<file path="config.mk">
export PLATFORM = sky130hd
export DESIGN_NAME = pse_cell
export DESIGN_NICKNAME = d
export VERILOG_FILES = /design/src/hdl/pse_pkg.sv /design/src/hdl/pse_cell.sv
export SDC_FILE = /design/constraint.sdc
export NUM_CORES = 1
export LEC_CHECK = 0
export BUFFER_PORTS_ARGS = -buffer_cell sky130_fd_sc_hd__buf_2
export CORE_MARGIN = 2
export CORE_UTILIZATION = 45
export CTS_CLUSTER_DIAMETER = 200
export DETAILED_ROUTE_END_ITERATION = 10
export PLACE_DENSITY_LB_ADDON = 0.25
export REMOVE_ABC_BUFFERS = 1
export SETUP_SLACK_MARGIN = 0.4
export SYNTH_ARGS = -nofsm -noshare
export SYNTH_HDL_FRONTEND = slang
export SYNTH_SLANG_ARGS = --single-unit
</file>
<file path="constraint.sdc">
create_clock -name clock -period 2.47 [get_ports clock]
set_input_delay 0.247 -clock clock [delete_from_list [all_inputs] [get_ports clock]]
set_output_delay 0.247 -clock clock [all_outputs]
set_load 0.005 [all_outputs]
</file>
<file path="src/hdl/pse_pkg.sv">
// Shared constants and types of the postfix stack evaluator.
package pse_pkg;

   localparam int DATA_W      = 32;
   localparam int STACK_DEPTH = 64;
   localparam int COUNT_W     = $clog2(STACK_DEPTH + 1);
   localparam int KIND_W      = 3;
   localparam int STATUS_W    = 2;

   typedef enum logic [KIND_W-1:0] {
      KIND_PUSH   = 3'd0,
      KIND_ADD    = 3'd1,
      KIND_SUB    = 3'd2,
      KIND_MUL    = 3'd3,
      KIND_DIV    = 3'd4,
      KIND_FINISH = 3'd5
   } req_kind_type;

   typedef enum logic [STATUS_W-1:0] {
      STATUS_OK        = 2'd0,
      STATUS_UNDERFLOW = 2'd1,
      STATUS_OVERFLOW  = 2'd2,
      STATUS_DIV_ZERO  = 2'd3
   } status_type;

   typedef enum logic [1:0] {
      CELL_HOLD,
      CELL_FROM_PREV,
      CELL_FROM_NEXT
   } cell_move_type;

   typedef enum logic [1:0] {
      ST_IDLE,
      ST_MUL,
      ST_DIV,
      ST_COMMIT
   } state_type;

endpackage

</file>
<file path="src/hdl/pse_cell.sv">
// One stack cell: holds an entry, or takes it from the neighbor above or below.
module pse_cell import pse_pkg::*; (
   input  logic                clock,
   input  cell_move_type       move,
   input  logic [DATA_W-1:0]   prev_data,
   input  logic [DATA_W-1:0]   next_data,
   output logic [DATA_W-1:0]   data
);

   logic [DATA_W-1:0] data_ff;
   logic [DATA_W-1:0] data_in;

   always_comb begin
      unique case (move)
         CELL_HOLD:      data_in = data_ff;
         CELL_FROM_PREV: data_in = prev_data;
         CELL_FROM_NEXT: data_in = next_data;
         default:        data_in = data_ff;
      endcase
   end

   always_ff @(posedge clock) begin
      data_ff <= data_in;
   end

   assign data = data_ff;

endmodule

</file>
==> reports/qor.csv <==
metric,value,unit
cts-htree-levels,2,
critPathCaptureType,flop,
grt_max_degree,18,
die_h,62.2,um
wl_per_cell,12.3,um
powerDensity,585,nW/um^2
ys_seq_elements,32,
die_area,3870,um^2
path_cells,buf_2 > inv_1 > ha_2 > buf_12 > mux2_2,
timing.final.hold_violations,0,
fillCellCount,252,
maxSlewViolCount,0,
rows,21,
ys_async_sr_fraction,0,%
synth_top_area_share,63.0,%
largest_reg_flops,32,
synth-seq-area-share,63.0,%
pin_count,99,
grt_pass1_vias,1048,
postRouteAntennaNets,0,
p_comb_share,20.3,%
clkPwrFrac,21.9,%
multiInputGateArea,488,um^2
grt_pass1_wl,4.43,mm
setup_viol,0,
cts_tree,done,
period_share,59.0,%
syn_inst,71,
io_buffer_count,98,
grt-ovfl-total,0,
die_w,62.2,um
clockBufferDepth,2,
place_congestion,0.694,
cap_violations,0,
ctsResizeCount,0,
p_switching,0.270,mW
synthFlopType,edfxtp_1,
synth.most_common_cell,edfxtp_1,
syn2layout_area_growth,36.9,%
syn_area,1530,um^2
worst_slew_pin_slew,553,ps
power.internal,0.951,mW
synth_area_leaders,"edfxtp_1 (63%), mux2_4 (30%), buf_12 (3.9%), mux2_2 (1.5%), ha_1 (0.82%)",
dpl.hpwl,2.13,mm
critPathMaxStageDelay,540,ps
start_kind,primary input,
fin_nets,243,
synth_edf_count,32,
antenna_found_initial,0,
crit_arrival,1530,ps
regArea,961,um^2
synth_largest_area_cell,edfxtp_1,
drtIter0Drc,28,
avgSynthCellArea,21.5,um^2
rsz0062_at_grt,false,
fin_crit,1460,ps
hp-class,primary input to flop,
drive_above_1_share,79.0,%
slowest_stage,ha_2,
swShare,22.1,%
n_antenna_cell,0,
routed-via-count,1004,
postCtsHoldBufs,0,
p_leak,0.993,nW
path_clk_slew,90,ps
seqPwrFrac,57.8,%
cp_data_required_time,2540,ps
vias_per_cell,4.52,
path_max_fanout,17,
ys_warn_count,0,
cts-root-buf,clkbuf_4,
cts_buffers,5,
setup_tns,0,ps
slew_headroom,63.1,%
path_class,primary input to flop,
cts_setup_buffers,0,
totalWireLength,2.73,mm
status,"complete, no violations",
cts.sinks,32,
core_area,3280,um^2
start_util,46.4,%
synth_common_cells,"edfxtp_1 (32), mux2_4 (30), buf_12 (3)",
first_pass_iters,3,
total_power,1.22,mW
fmax,687,MHz
grt_usage,15.4,%
drc,0,
synth_cell_type_count,7,
vdd_drop_max,262,uV
## area by class of cell
| type | count | area share [%] |
|---|---|---|
| Timing Repair Buffer | 101 | 25.2 |
| Sequential cell | 32 | 46.0 |
| Multi-Input combinational cell | 33 | 23.4 |
| Tap cell | 46 | 2.76 |
| Clock inverter | 1 | 0.180 |
| Clock buffer | 7 | 2.16 |
| Inverter | 2 | 0.359 |
## worst max-delay path: cells and delay by family
kind / cells / cell delay (ps)
buffers and inverters: 3 / 390
multiplexers: 1 / 340
adder cells (fa/ha/maj): 1 / 540
## cell families after synthesis
group | Yosys count | share of synthesized area, %
adders and majority gates | 1 | 0.820
buffers and inverters | 6 | 5.17
muxes | 32 | 31.0
DFF | 32 | 63.0
## placed cells by master (no fill, tap or decap)
master	synthesis	routed
clkbuf_4	0	5
buf_4	0	2
clkbuf_1	0	2
mux2_2	2	2
ha_2	0	1
mux2_4	30	30
buf_2	0	98
inv_1	2	2
buf_12	3	1
edfxtp_1	32	32
clkinv_1	0	1
## routing by layer
layer / wire, um / vias up / GRT usage, %
li1: - / 485 / -
met1: 1050 / 460 / 16.5
met2: 1390 / 55 / 25.8
met3: 231 / 4 / 5.07
met4: 53 / 0 / 10.6
met5: 0 / - / 0
## worst paths after layout
| kind | from | end | slack, ps | depth (start not counted) |
|---|---|---|---|---|
| worst max-delay path | move[0] | data[30]$_DFFE_PP_ | 1010 | 5 |
| worst min-delay path | prev_data[26] | data[26]$_DFFE_PP_ | 220 | 2 |
## stage by stage
stage	cells	worst slack [ps]	util, %	area [um^2]	hold slack, ps
global route	222	980	63.6	2090	197
detailed placement	214	657	62.1	2040	551
finish	222	1010	63.6	2090	221
floorplan	67	271	-	1450	465
CTS	222	1020	63.6	2090	202
global placement	214	701	62.1	2040	547
## power groups by stage
stage	Combinational (mW)	Sequential, mW	Clock, mW
floorplan	0.0964	0.734	0
global placement	0.247	0.717	0
detailed placement	0.253	0.720	0
CTS	0.253	0.708	0.284
global route	0.270	0.715	0.305
finish	0.248	0.706	0.268
Note: power is estimated with default switching activity, not from simulation.
