==> config.mk <==
export PLATFORM = sky130hd
export DESIGN_NAME = pse_divider
export DESIGN_NICKNAME = d
export VERILOG_FILES = /design/src/hdl/pse_pkg.sv /design/src/hdl/pse_divider.sv
export SDC_FILE = /design/constraint.sdc
export NUM_CORES = 1
export LEC_CHECK = 0
export BUFFER_PORTS_ARGS = -buffer_cell sky130_fd_sc_hd__buf_4
export CAP_MARGIN = 20
export CORE_AREA = 2 2 169 171
export DETAILED_ROUTE_END_ITERATION = 16
export DIE_AREA = 0 0 171 173
export PLACE_DENSITY_LB_ADDON = 0.2
export SETUP_SLACK_MARGIN = 0.02
export SLEW_MARGIN = 20
export SYNTH_ARGS = -nofsm -noshare
export SYNTH_HDL_FRONTEND = slang
export SYNTH_SLANG_ARGS = --single-unit
==> constraint.sdc <==
create_clock -name clock -period 7.45 [get_ports clock]
set_input_delay 0.745 -clock clock [delete_from_list [all_inputs] [get_ports clock]]
set_output_delay 0.745 -clock clock [all_outputs]
set_load 0.01 [all_outputs]
==> src/hdl/pse_pkg.sv <==
// Shared constants and types of the postfix stack evaluator.
package pse_pkg;

   localparam int DATA_W      = 32;
   localparam int STACK_DEPTH = 64;
   localparam int COUNT_W     = $clog2(STACK_DEPTH + 1);
   localparam int KIND_W      = 3;
   localparam int STATUS_W    = 2;

   typedef enum logic [KIND_W-1:0] {
      KIND_PUSH   = 3'd0,
      KIND_ADD    = 3'd1,
      KIND_SUB    = 3'd2,
      KIND_MUL    = 3'd3,
      KIND_DIV    = 3'd4,
      KIND_FINISH = 3'd5
   } req_kind_type;

   typedef enum logic [STATUS_W-1:0] {
      STATUS_OK        = 2'd0,
      STATUS_UNDERFLOW = 2'd1,
      STATUS_OVERFLOW  = 2'd2,
      STATUS_DIV_ZERO  = 2'd3
   } status_type;

   typedef enum logic [1:0] {
      CELL_HOLD,
      CELL_FROM_PREV,
      CELL_FROM_NEXT
   } cell_move_type;

   typedef enum logic [1:0] {
      ST_IDLE,
      ST_MUL,
      ST_DIV,
      ST_COMMIT
   } state_type;

endpackage

==> src/hdl/pse_divider.sv <==
// Iterative signed divider, truncating toward zero, one quotient bit per cycle.
module pse_divider import pse_pkg::*; (
   input  logic              clock,
   input  logic              reset,
   input  logic              start,
   input  logic [DATA_W-1:0] dividend,
   input  logic [DATA_W-1:0] divisor,
   output logic              done,
   output logic [DATA_W-1:0] quotient
);

   localparam int STEP_W = $clog2(DATA_W + 1);

   logic              busy_ff, busy_in;
   logic              done_ff, done_in;
   logic [STEP_W-1:0] step_ff, step_in;
   logic [DATA_W-1:0] rem_ff, rem_in;
   logic [DATA_W-1:0] quo_ff, quo_in;
   logic [DATA_W-1:0] dvs_ff, dvs_in;
   logic              neg_ff, neg_in;
   logic [DATA_W:0]   shifted;
   logic [DATA_W:0]   diff;

   always_comb begin
      busy_in = busy_ff;
      done_in = 1'b0;
      step_in = step_ff;
      rem_in  = rem_ff;
      quo_in  = quo_ff;
      dvs_in  = dvs_ff;
      neg_in  = neg_ff;
      shifted = {rem_ff, quo_ff[DATA_W-1]};
      diff    = shifted - {1'b0, dvs_ff};
      if (start) begin
         busy_in = 1'b1;
         step_in = STEP_W'(DATA_W);
         rem_in  = '0;
         quo_in  = dividend[DATA_W-1] ? (~dividend + 1'b1) : dividend;
         dvs_in  = divisor[DATA_W-1] ? (~divisor + 1'b1) : divisor;
         neg_in  = dividend[DATA_W-1] ^ divisor[DATA_W-1];
      end else if (busy_ff) begin
         if (!diff[DATA_W]) begin
            rem_in = diff[DATA_W-1:0];
            quo_in = {quo_ff[DATA_W-2:0], 1'b1};
         end else begin
            rem_in = shifted[DATA_W-1:0];
            quo_in = {quo_ff[DATA_W-2:0], 1'b0};
         end
         step_in = step_ff - 1'b1;
         if (step_ff == STEP_W'(1)) begin
            busy_in = 1'b0;
            done_in = 1'b1;
         end
      end
   end

   always_ff @(posedge clock) begin
      if (reset) begin
         busy_ff <= 1'b0;
         done_ff <= 1'b0;
         step_ff <= '0;
      end else begin
         busy_ff <= busy_in;
         done_ff <= done_in;
         step_ff <= step_in;
      end
      rem_ff <= rem_in;
      quo_ff <= quo_in;
      dvs_ff <= dvs_in;
      neg_ff <= neg_in;
   end

   assign done     = done_ff;
   assign quotient = neg_ff ? (~quo_ff + 1'b1) : quo_ff;

endmodule

==> flow_metrics.env, run 1 <==
export IMPL_antenna_left=0
export IMPL_tightest_slew_ps=992
export IMPL_synth_cells=888
export IMPL_hold_viol=0
export IMPL_synth_nets=993
export IMPL_antenna_found_initial=0
export IMPL_critPathCaptureType="primary output"
export IMPL_netlist_top_cells_area="edfxtp_1 25%, dfxtp_1 10%, xnor2_1 9.4%"
export IMPL_holdPathEnd="step_ff[0]$_SDFFE_PP0P_"
export IMPL_seqPwrFrac=0.422
export IMPL_worstReg2RegEnd="rem_ff[7]$_SDFFE_PP0P_"
export IMPL_post_cts_buffers=0
export IMPL_critPathRequiredTime_ps=6700
export IMPL_yosysUniqueCellTypes=62
export IMPL_final_nets=1070
export IMPL_r2r_cells=13
export IMPL_cts_sinks=105
export IMPL_rows=61
export IMPL_setup_tns_ps=0
export IMPL_synth_edf_count=65
export IMPL_cts_buffer_depth=2
export IMPL_yosysWarnings=0
export IMPL_setup_viol=0
export IMPL_hp_class="reg2reg"
export IMPL_port_buffers=99
export IMPL_avgSynthCellArea_um2=8.62
export IMPL_n_fill_cell=2983
export IMPL_core_area_um2=27600
export IMPL_design_area_um2=9080
export IMPL_intPower_mw=1.15
export IMPL_power_density_nw_per_um2=189
export IMPL_reg2reg_setup_slack_ps=3390
export IMPL_die_y_um=173
export IMPL_clock_latency_ps=360
export IMPL_ys_seq_area_frac=0.359
export IMPL_dr_pass1_iters=5
export IMPL_vias=6562
export IMPL_grt_pass1_wl_mm=31.4
export IMPL_cap_violations=0
export IMPL_hpwl_mm=14.8
export IMPL_synth_top_area_share=0.255
export IMPL_irDropWorstVdd_mv=0.117
export IMPL_worstSetupPathType="reg2out"
export IMPL_synth_commonest_cells="101 x nand2_1, 86 x nor2_1, 82 x xnor2_1"
export IMPL_power_switching_uw=574
export IMPL_multi_input_area_um2=4590
export IMPL_finalCritPeriodShare=0.591
export IMPL_cts_tree="done"
export IMPL_grt_max_degree=82
export IMPL_htreeDepth=3
export IMPL_fmax_mhz=227
export IMPL_die_area_um2=29600
export IMPL_wire_per_inst_um=14.7
export IMPL_synth_most_common_cell="nand2_1"
export IMPL_slew_limit_headroom=0.336
export IMPL_min_from="step_ff[0]$_SDFFE_PP0P_"
export IMPL_wl_mm=19.8
export IMPL_yosys_most_used_dff="edfxtp_1"
export IMPL_cts_buffers=9
export IMPL_drtIter0Drc=411
export IMPL_fin_util=0.329
export IMPL_dpl_cell_area_um2=8800
export IMPL_grt_usage=0.131
export IMPL_seqCellArea_um2=2750
export IMPL_gp_congestion=0.832
export IMPL_ios=100
export IMPL_syn2layout_area_growth_pct=18.6
export IMPL_post_cts_resized=0
export IMPL_clkPwrFrac=0.277
export IMPL_hold_buffers=0
export IMPL_combPwrFrac=0.301
export IMPL_skew_ps=10.9
export IMPL_ctsRootBufferMaster="clkbuf_16"
export IMPL_switching_share=0.333
export IMPL_initial_utilization=0.277
export IMPL_overflow=0
export IMPL_netlist_area_um2=7660
export IMPL_holdPathStages=2
export IMPL_drive_gt1_frac=0.143
export IMPL_grt_pass1_vias=6181
export IMPL_status="finished, final reports clean"
export IMPL_post_drt_via_cell_ratio=4.87
export IMPL_yosysTopAreaCell="edfxtp_1"
export IMPL_antenna_cells=0
export IMPL_post_route_min_period_ps=4400
export IMPL_critPathArrivalTime_ps=3650
export IMPL_p_leak_nw=3.48
export IMPL_worst_path_max_fanout=4
export IMPL_r2r_start="quo_ff[31]$_DFFE_PP_"
export IMPL_clkTransAtPathRegs_ps=70
export IMPL_synth_seq_cells=105
export IMPL_rsz0062_at_grt="no"
export IMPL_dieWidth_um=171
export IMPL_worstSetupStartpointType="register"
export IMPL_async_reset_ff_frac=0
export IMPL_slew_viol_final=0
export IMPL_route_detailed_drc=0
-- kinds of logic (layout without fill, tap and decap cells) --
group | Yosys count | in the layout | synth area share
flops | 105 | 105 | 0.359
fa+ha+maj | 38 | 38 | 0.0631
compound gates | 238 | 238 | 0.208
xor+xnor | 123 | 123 | 0.141
mux | 3 | 3 | 0.00408
simple gates | 290 | 290 | 0.180
buf+inv | 91 | 173 | 0.0451
-- sequential cells by signal, summed over array words and instances (netlist names) --
name	count
step_ff	6
quo_ff	32
rem_ff	32
done	1
busy_ff	1
neg_ff	1
dvs_ff	32
-- worst max path at each step --
stage / startpoint / end / slack (ps) / cells past startpoint
3_5_place_dp: quo_ff[31]$_DFFE_PP_ / rem_ff[1]$_SDFFE_PP0P_ / 3380 / 13
5_1_grt: quo_ff[9]$_DFFE_PP_ / quotient[28] / 2880 / 10
2_1_floorplan: quo_ff[9]$_DFFE_PP_ / quotient[28] / 3810 / 9
3_3_place_gp: quo_ff[31]$_DFFE_PP_ / rem_ff[1]$_SDFFE_PP0P_ / 3420 / 13
4_1_cts: quo_ff[8]$_DFFE_PP_ / quotient[28] / 3010 / 10
6_report: quo_ff[8]$_DFFE_PP_ / quotient[28] / 3050 / 10
-- per-stage QoR --
step	worst slack (ps)	hold slack (ps)	total power, mW	cells
after floorplan	3810	459	1.07	888
after global placement	3420	480	1.26	1332
after detailed placement	3380	481	1.26	1332
after CTS	3010	496	1.74	1348
after global routing	2880	533	1.83	1348
final	3050	495	1.72	1348
-- power groups by stage --
stage          logic, mW  registers (mW)  clock network, mW
6_report           0.517           0.726              0.477
5_1_grt            0.579           0.733              0.517
4_1_cts            0.521           0.727              0.496
3_5_place_dp       0.519           0.740                  0
3_3_place_gp       0.520           0.739                  0
2_1_floorplan      0.342           0.724                  0
-- cell type report --
type / count / area share
well taps: 378 / 0.0521
flip-flops and latches: 105 / 0.303
clock buffers: 9 / 0.0248
inverters: 52 / 0.0215
repair buffers: 105 / 0.0868
multi-input cells: 692 / 0.505
clock inverters: 7 / 0.00689
-- layer usage --
layer | routed length [um] | vias up | track usage | share of wire
li1 | - | 3380 | - | -
met1 | 10100 | 2977 | 0.191 | 0.51
met2 | 8430 | 189 | 0.202 | 0.43
met3 | 1040 | 16 | 0.0206 | 0.053
met4 | 218 | 0 | 0.0314 | 0.011
met5 | 0 | - | 0 | 0
-- critical path, stage by stage (launching register included) --
cell      delay (ps)
edfxtp_1         440
or3_1            420
or3_1            340
nor2_1           130
nand3_1          170
or4_1            570
nand2b_1         190
or4_1            480
o31ai_1          270
xnor2_1          150
buf_4            140
-- cells in the final DEF (no fill, tap or decap), types with 15 or more instances in the layout --
cell type,count
nand2_1,101
xnor2_1,80
nor3_1,15
edfxtp_1,65
ha_1,37
dfxtp_1,40
nand3_1,15
a21oi_1,63
nor2_1,86
o21ai_0,49
buf_4,105
xor2_1,41
inv_1,52
a311oi_1,20
o31ai_1,31
Note: power is estimated with default switching activity, not from simulation.
==> inputs of run 2 (changes only) <==
- clock period: 7.45 -> 4.5 ns (I/O delays scaled with it)
==> flow_metrics.env, run 2 (synthesis results as in run 1) <==
export IMPL_wl_mm=20.0
export IMPL_cts_tree="done"
export IMPL_cts_buffer_depth=2
export IMPL_wl_met3_um=887
export IMPL_critPathRequiredTime_ps=4050
export IMPL_post_route_min_period_ps=4120
export IMPL_final_cell_mix="107 x buf_4, 101 x nand2_1, 86 x nor2_1"
export IMPL_max_stage_delay_ps=570
export IMPL_cp_num_buf_inv=1
export IMPL_grt_pass1_wl_mm=32.6
export IMPL_wl_met2_mm=8.71
export IMPL_status="finished, final reports clean"
export IMPL_port_buffers=99
export IMPL_cts_buffers=9
export IMPL_clock_latency_ps=350
export IMPL_hpwl_mm=15.1
export IMPL_grt_pass1_vias=6303
export IMPL_skew_ps=9.14
export IMPL_initial_utilization=0.277
export IMPL_antenna_found_initial=0
export IMPL_hold_buffers=0
export IMPL_rsz0062_at_grt="no"
export IMPL_clkTransAtPathRegs_ps=80
export IMPL_seqCellArea_um2=2750
export IMPL_worst_path_max_fanout=4
export IMPL_irDropWorstVdd_mv=0.189
export IMPL_n_fill_cell=2971
export IMPL_post_drt_via_cell_ratio=4.84
export IMPL_p_leak_nw=3.50
export IMPL_hold_viol=0
export IMPL_crit_chain="or3_1 > or3_1 > nor2_1 > nand3_1 > or4_1 > nand2b_1 > or4_1 > o31ai_1 > xnor2_1 > buf_4"
export IMPL_route_detailed_drc=0
export IMPL_grt_usage=0.136
export IMPL_holdWs_ps=269
export IMPL_post_cts_buffers=0
export IMPL_largest_registers="dvs_ff x32, quo_ff x32, rem_ff x32"
export IMPL_slew_limit_headroom=0.343
export IMPL_final_common_cell="buf_4"
export IMPL_vias=6533
export IMPL_multi_input_area_um2=4590
export IMPL_power_density_nw_per_um2=321
export IMPL_syn2layout_area_growth_pct=19.2
export IMPL_htreeDepth=3
export IMPL_drtIter0Drc=342
export IMPL_antenna_left=0
export IMPL_worstSetupPathType="reg2out"
export IMPL_die_area_um2=29600
export IMPL_antenna_cells=0
export IMPL_overflow=0
export IMPL_slowest_stage="or4_1"
export IMPL_gp_congestion=0.814
export IMPL_worstSetupStartpointType="register"
export IMPL_wl_met1_mm=10.3
export IMPL_fmax_mhz=242
export IMPL_slew_viol_final=0
export IMPL_post_cts_resized=0
export IMPL_ctsRootBufferMaster="clkbuf_16"
export IMPL_final_nets=1072
export IMPL_cap_violations=0
export IMPL_setup_viol=0
export IMPL_finalCritPeriodShare=0.916
export IMPL_dieWidth_um=171
export IMPL_critPathArrivalTime_ps=3670
export IMPL_tightest_slew_ps=985
export IMPL_rows=61
export IMPL_dr_pass1_iters=6
export IMPL_fin_util=0.330
export IMPL_drive_gt1_frac=0.144
export IMPL_cp_top_family="simple AND/OR/NAND/NOR gates"
export IMPL_ios=100
export IMPL_routed_top_layer="met4"
export IMPL_critPathCaptureType="primary output"
export IMPL_hp_class="in2reg"
export IMPL_cts_sinks=105
export IMPL_core_area_um2=27600
export IMPL_die_y_um=173
export IMPL_grt_max_degree=61
export IMPL_wire_per_inst_um=14.8
export IMPL_setup_tns_ps=0
-- run 2: cell types whose count changed in the layout (fill, tap and decap cells not counted), sizes merged --
cell    change
bufinv      +2
clkbuf      +1
buf         +2
inv         -1
clkinv      -2
-- run 2: worst paths after layout --
| kind | startpoint | endpoint | slack [ps] | depth (start not counted) |
|---|---|---|---|---|
| worst min register to register | step_ff[0]$_SDFFE_PP0P_ | step_ff[0]$_SDFFE_PP0P_ | 490 | 2 |
| worst max-delay path | quo_ff[8]$_DFFE_PP_ | quotient[28] | 380 | 10 |
| worst max register to register | quo_ff[31]$_DFFE_PP_ | rem_ff[27]$_SDFFE_PP0P_ | 720 | 13 |
| worst min-delay path | reset | step_ff[5]$_SDFFE_PP0P_ | 270 | 2 |
-- run 2: layer usage --
layer | vias up | track usage
met4 | 0 | 0.0272
met1 | 2999 | 0.199
li1 | 3394 | -
met5 | - | 0
met3 | 7 | 0.0220
met2 | 133 | 0.213
-- run 2: cell type report --
class | count | share of cell area
clock buffers | 10 | 0.0251
repair buffers | 107 | 0.0880
flip-flops and latches | 105 | 0.301
clock inverters | 6 | 0.00987
inverters | 52 | 0.0214
well taps | 378 | 0.0518
multi-input cells | 692 | 0.502
-- run 2: power breakdown --
group	switching, mW	total, mW	internal, mW
clock network	0.382	0.874	0.492
logic	0.468	0.854	0.386
registers	0.0800	1.21	1.13
total	0.930	2.94	2.01
-- run 2: metrics by stage --
| step | setup slack (ps) | power [mW] | std cells | area, um^2 |
|---|---|---|---|---|
| 4_1_cts | 295 | 2.98 | 1350 | 9130 |
| 6_report | 376 | 2.94 | 1350 | 9130 |
| 2_1_floorplan | 1150 | 1.77 | 888 | 7660 |
| 3_5_place_dp | 714 | 2.09 | 1334 | 8810 |
| 5_1_grt | 130 | 3.12 | 1350 | 9130 |
| 3_3_place_gp | 438 | 2.09 | 1334 | 8800 |
